==> src/rtl/core/mtg_pkg.sv <==
// shared constants and types of the mt19937 word generator
package mtg_pkg;

  localparam int unsigned TABLE_WORDS = 624;
  localparam int unsigned TWIST_SHIFT = 397;
  localparam int unsigned IDX_W       = 10;

  localparam logic [31:0] TWIST_XOR    = 32'h9908_b0df;
  localparam logic [31:0] HIGH_BIT     = 32'h8000_0000;
  localparam logic [31:0] LOW_BITS     = 32'h7fff_ffff;
  localparam logic [31:0] SEED_MULT    = 32'd1812433253;
  localparam logic [31:0] DEFAULT_SEED = 32'd5489;
  localparam logic [31:0] TEMPER_B     = 32'h9d2c_5680;
  localparam logic [31:0] TEMPER_C     = 32'hefc6_0000;

  // command carried in tuser
  localparam logic CMD_DRAW = 1'b0;
  localparam logic CMD_SEED = 1'b1;

  typedef enum logic [1:0] {
    ST_READY,
    ST_SEED,
    ST_DRAW
  } mtg_state_e;

endpackage

==> src/rtl/core/mtg_twist.sv <==
// incremental twist of one state word and output tempering
module mtg_twist (
  input  logic [31:0] first_i,
  input  logic [31:0] second_i,
  input  logic [31:0] far_i,
  output logic [31:0] twisted_o,
  output logic [31:0] tempered_o
);

  logic [31:0] y;
  logic [31:0] t1;
  logic [31:0] t2;
  logic [31:0] t3;

  always_comb begin
    y         = (first_i & mtg_pkg::HIGH_BIT) | (second_i & mtg_pkg::LOW_BITS);
    twisted_o = far_i ^ (y >> 1) ^ (y[0] ? mtg_pkg::TWIST_XOR : 32'h0);
    t1         = twisted_o ^ (twisted_o >> 11);
    t2         = t1 ^ ((t1 << 7) & mtg_pkg::TEMPER_B);
    t3         = t2 ^ ((t2 << 15) & mtg_pkg::TEMPER_C);
    tempered_o = t3 ^ (t3 >> 18);
  end

endmodule

==> config.mk <==
export PLATFORM = sky130hd
export DESIGN_NAME = mtg_twist
export DESIGN_NICKNAME = d
export VERILOG_FILES = /design/src/rtl/core/mtg_pkg.sv /design/src/rtl/core/mtg_twist.sv
export SDC_FILE = /design/constraint.sdc
export NUM_CORES = 1
export LEC_CHECK = 0
export ABC_AREA = 1
export BUFFER_PORTS_ARGS = -buffer_cell sky130_fd_sc_hd__buf_4
export CAP_MARGIN = 20
export CORE_UTILIZATION = 38
export DETAILED_ROUTE_END_ITERATION = 8
export GPL_TIMING_DRIVEN = 1
export MAX_ROUTING_LAYER = met4
export PLACE_DENSITY = 0.93
export SETUP_SLACK_MARGIN = 0.05
export SLEW_MARGIN = 20
export SYNTH_ARGS = -nofsm -noshare
export SYNTH_HDL_FRONTEND = slang
export SYNTH_SLANG_ARGS = --single-unit
==> constraint.sdc <==
create_clock -name vclk -period 1.1
set_clock_uncertainty 0.2 [all_clocks]
set_input_delay 0.055 -clock vclk [all_inputs]
set_output_delay 0.055 -clock vclk [all_outputs]
set_load 0.005 [all_outputs]
==> results.toml, run 1 <==
[placement]
place.gp.congestion = 0.8316
hpwl_mm = 5.972
place_inst = 617
postPlaceCellArea_sq_um = 3583
numPortBuffers = 128

[yosys]
synth_common_cells = "183 x nand2_1, 50 x nand3_1, 44 x inv_1"
yosysMostFrequentCell = "nand2_1"
syn_inst = 366
synth_top_cell_area_share_pct = 34.70
ys_types = 21
synth_top_cell_by_area = "nand2_1"
synth_warnings = 0
syn_nets = 462
netlist_area_sq_um = 1979
avgSynthCellArea_sq_um = 5.408
synth_area_leaders = "nand2_1 35%, nand3_1 13%, xor2_1 9.3%"
yosysSeqAreaShare_pct = 0

[floorplan]
die_width_um = 74.18
initial_core_util_pct = 40.56
die_h_um = 74.18
rows = 25
pin_count = 160

[global_route]
grt_pass1_wl_mm = 25.61
grt_max_degree = 8
gr-total-overflow = 14
grt_pass1_vias = 4700
grt_usage_pct = 66.59

[clock_tree]
cts_hold_buffers = 0

[status]
firstError = "[ERROR GRT-0116] Global routing finished with congestion. Check the congestion regions in the DRC Viewer."
outcome = "did not finish"
stop_stage = "global routing (5_1_grt)"
## kinds of logic after synthesis
group / Yosys count / share of synthesized area [%]
AND/OR/NAND/NOR: 263 / 59.80
buffers and inverters: 53 / 12.01
XOR/XNOR: 50 / 28.19
## through the flow
step / setup WS [ns] / TNS [ns] / hold WS [ns]
2_1_floorplan: -0.1155 / -0.7314 / -0.03914
3_3_place_gp: -0.3943 / -9.066 / 0.2198
3_5_place_dp: -0.4215 / -10.05 / 0.2235
4_1_cts: -0.2803 / -6.187 / 0.2172
## per-layer routing
metal | GRT usage [%] | overflow
met3 | 47.56 | 0
met2 | 90.71 | 6
met1 | 56.67 | 0
met4 | 71.15 | 8
met5 | - | -
## timing repair
action                                  CTS
cloned                                    2
resized for setup                       244
endpoints found under the setup margin   44
setup buffers                            27
pin swaps                               104
==> run 2: changes to the inputs <==
Settings changed: CORE_UTILIZATION 38 to 25, MAX_ROUTING_LAYER met4 to unset, PLACE_DENSITY 0.93 to unset, PLACE_DENSITY_LB_ADDON set to 0.15, SETUP_SLACK_MARGIN 0.05 to unset.
Clock period 1.1 ns to 1.4 ns, I/O delays scaled along.
==> results.toml, run 2 <==
[status]
outcome = "finished with violations"
violations = "setup timing"

[sta]
worst_slack_ns = -0.04229
worst_slew_pin_slew_ns = 0.2994
setup_viol = 9
maxSlewViolCount = 0
period_share_pct = 103.0
fmax_mhz = 693.3
finalHoldViolCount = 0
rsz0062_at_grt = "yes"
fin_crit_ns = 1.442
relSlewSlack_pct = 80.03
fin_hold_ws_ns = 0.2582

[setup_path]
critPathLaunchType = "input pin"
max_stage_delay_ns = 0.14
path_max_fanout = 5
slowest_stage = "nor2_4"
endpoint_kind = "primary output"
required_ns = 1.13
crit_type = "input pin to primary output"
crit_chain = "buf_12 > nand2_4 > inv_4 > nor2_4 > nand2_4 > nand2_8 > inv_6 > nand2_2 > nand2_1 > nand2_2 > nand2_2 > nand2_1 > nand2_1 > buf_6"
path_delay_family = "simple AND/OR/NAND/NOR gates"
crit_buf_inv = 4
cp.arrival_ns = 1.17

[global_route]
grt_pass1_wl_mm = 11.59
grt_usage_pct = 16.37
grt_pass1_vias = 2810
grt_max_degree = 9
gr-total-overflow = 0
antenna_found_initial = 0

[routing]
firstDrtPassIters = 6
vias = 2959
drt-wirelength-per-cell_um = 11.63
drt.antenna.violating_nets = 0
via_per_inst = 4.397
wirelength_mm = 7.825
remaining_drc_errors = 0
drt_iter0_drc = 57

[yosys]
synthSimpleGateAreaFrac_pct = 59.80
yosysSeqAreaShare_pct = 0
syn_nets = 462
avgSynthCellArea_sq_um = 5.408
synth_common_cells = "183 x nand2_1, 50 x nand3_1, 44 x inv_1"
synth_xor_area_share_pct = 28.19
yosysMostFrequentCell = "nand2_1"
synthMuxAreaShare_pct = 0
synth_area_leaders = "nand2_1 35%, nand3_1 13%, xor2_1 9.3%"
netlist_area_sq_um = 1979
synth_top_family_by_area = "simple AND/OR/NAND/NOR gates"
synth_warnings = 0
ys_types = 21
synth_top_cell_area_share_pct = 34.70
synth_top_cell_by_area = "nand2_1"
syn_inst = 366
synth_compound_gate_area_share_pct = 0
synthAdderAreaFrac_pct = 0

[final_layout]
seq_cell_count = 0
drive_above_1_share_pct = 76.71
final_cell_area_sq_um = 4960
clock_buffers = 0
final_cell_mix = "166 x buf_4, 73 x nand2_1, 69 x nand2_2"
antennaDiodeCount = 0
final_common_cell = "buf_4"
final_nets = 669
fillers = 643
syn2layout_area_growth_pct = 150.6
regArea_sq_um = 0

[floorplan]
die_width_um = 90.98
pin_count = 160
die_h_um = 90.98
dieArea_sq_um = 8277
initial_core_util_pct = 25.75
core-area_sq_um = 7687
rows = 32

[power_and_ir_drop]
vdd_ir_drop_max_mv = 0.3096
leakage_nw = 2.670
powerDensity_nw_per_um2 = 600.0

[clock_tree]
cts_hold_buffers = 0

[placement]
place.gp.congestion = 0.8232
numPortBuffers = 128
postPlaceCellArea_sq_um = 3508
hpwl_mm = 5.601

[run]
max_cap_viol_count = 0

[min_path]
hold_path.class = "input pin to primary output"
==> run 2: power breakdown <==
part | switching [mW] | internal [mW] | leakage [nW]
clock | 0 | 0 | 0
combinational | 1.42 | 1.56 | 2.67
sequential | 0 | 0 | 0
==> run 2: layout make-up <==
class	instances	area, sq um	area share (%)
inverter	50	215.2	4.339
multi-input combinational	313	2841	57.29
tap	102	127.6	2.573
timing repair buffer	207	1767	35.62
timing repair inverter	1	8.758	0.1766
==> run 2: through the flow <==
stage          utilization [%]  setup slack (ns)  cells  power [mW]  setup TNS [ns]
2_1_floorplan                -            0.1463    366      0.9719               0
3_3_place_gp             45.64           -0.1376    654       2.106          -1.637
3_5_place_dp             45.64           -0.1669    654       2.124          -2.070
4_1_cts                  52.46          -0.03735    665       2.406         -0.1144
5_1_grt                  64.52           -0.1288    673       3.219          -1.251
6_report                 64.52          -0.04229    673       2.976         -0.1411
==> run 2: final timing paths <==
check         start       endpoint  slack, ns  cells after the start
max    second_i[12]  tempered_o[8]      -0.04                     14
min    second_i[10]   twisted_o[9]       0.26                      4
==> run 2: kinds of logic (layout without fill, tap and decap cells) <==
kind of cell | count (synthesis) | after routing
AND/OR/NAND/NOR | 263 | 263
buffers and inverters | 53 | 258
XOR/XNOR | 50 | 50
==> run 2: worst min-delay path, delay by kind of cell <==
kind                   cells  cell delay [ns]
buffers and inverters      2             0.19
AND/OR/NAND/NOR            2             0.13
==> run 2: layer usage <==
metal / global-route usage (%) / up-vias / wire, um
met5: 0 / - / 0
met4: 1.323 / 0 / 96
met3: 1.340 / 8 / 390
met2: 33.27 / 91 / 4418
met1: 18.95 / 1346 / 2919
li1: - / 1514 / -
==> run 2: timing repair <==
| item | 4_1_cts | 5_1_grt |
|---|---|---|
| gates resized for setup | 113 | 212 |
| hold endpoints to repair | 0 | 0 |
| endpoints found under the setup margin | 26 | 27 |
| buffers inserted | 10 | 9 |
| pin swaps | 49 | 92 |
| cloned | 1 | 0 |
(Power assumes the default switching activity.)
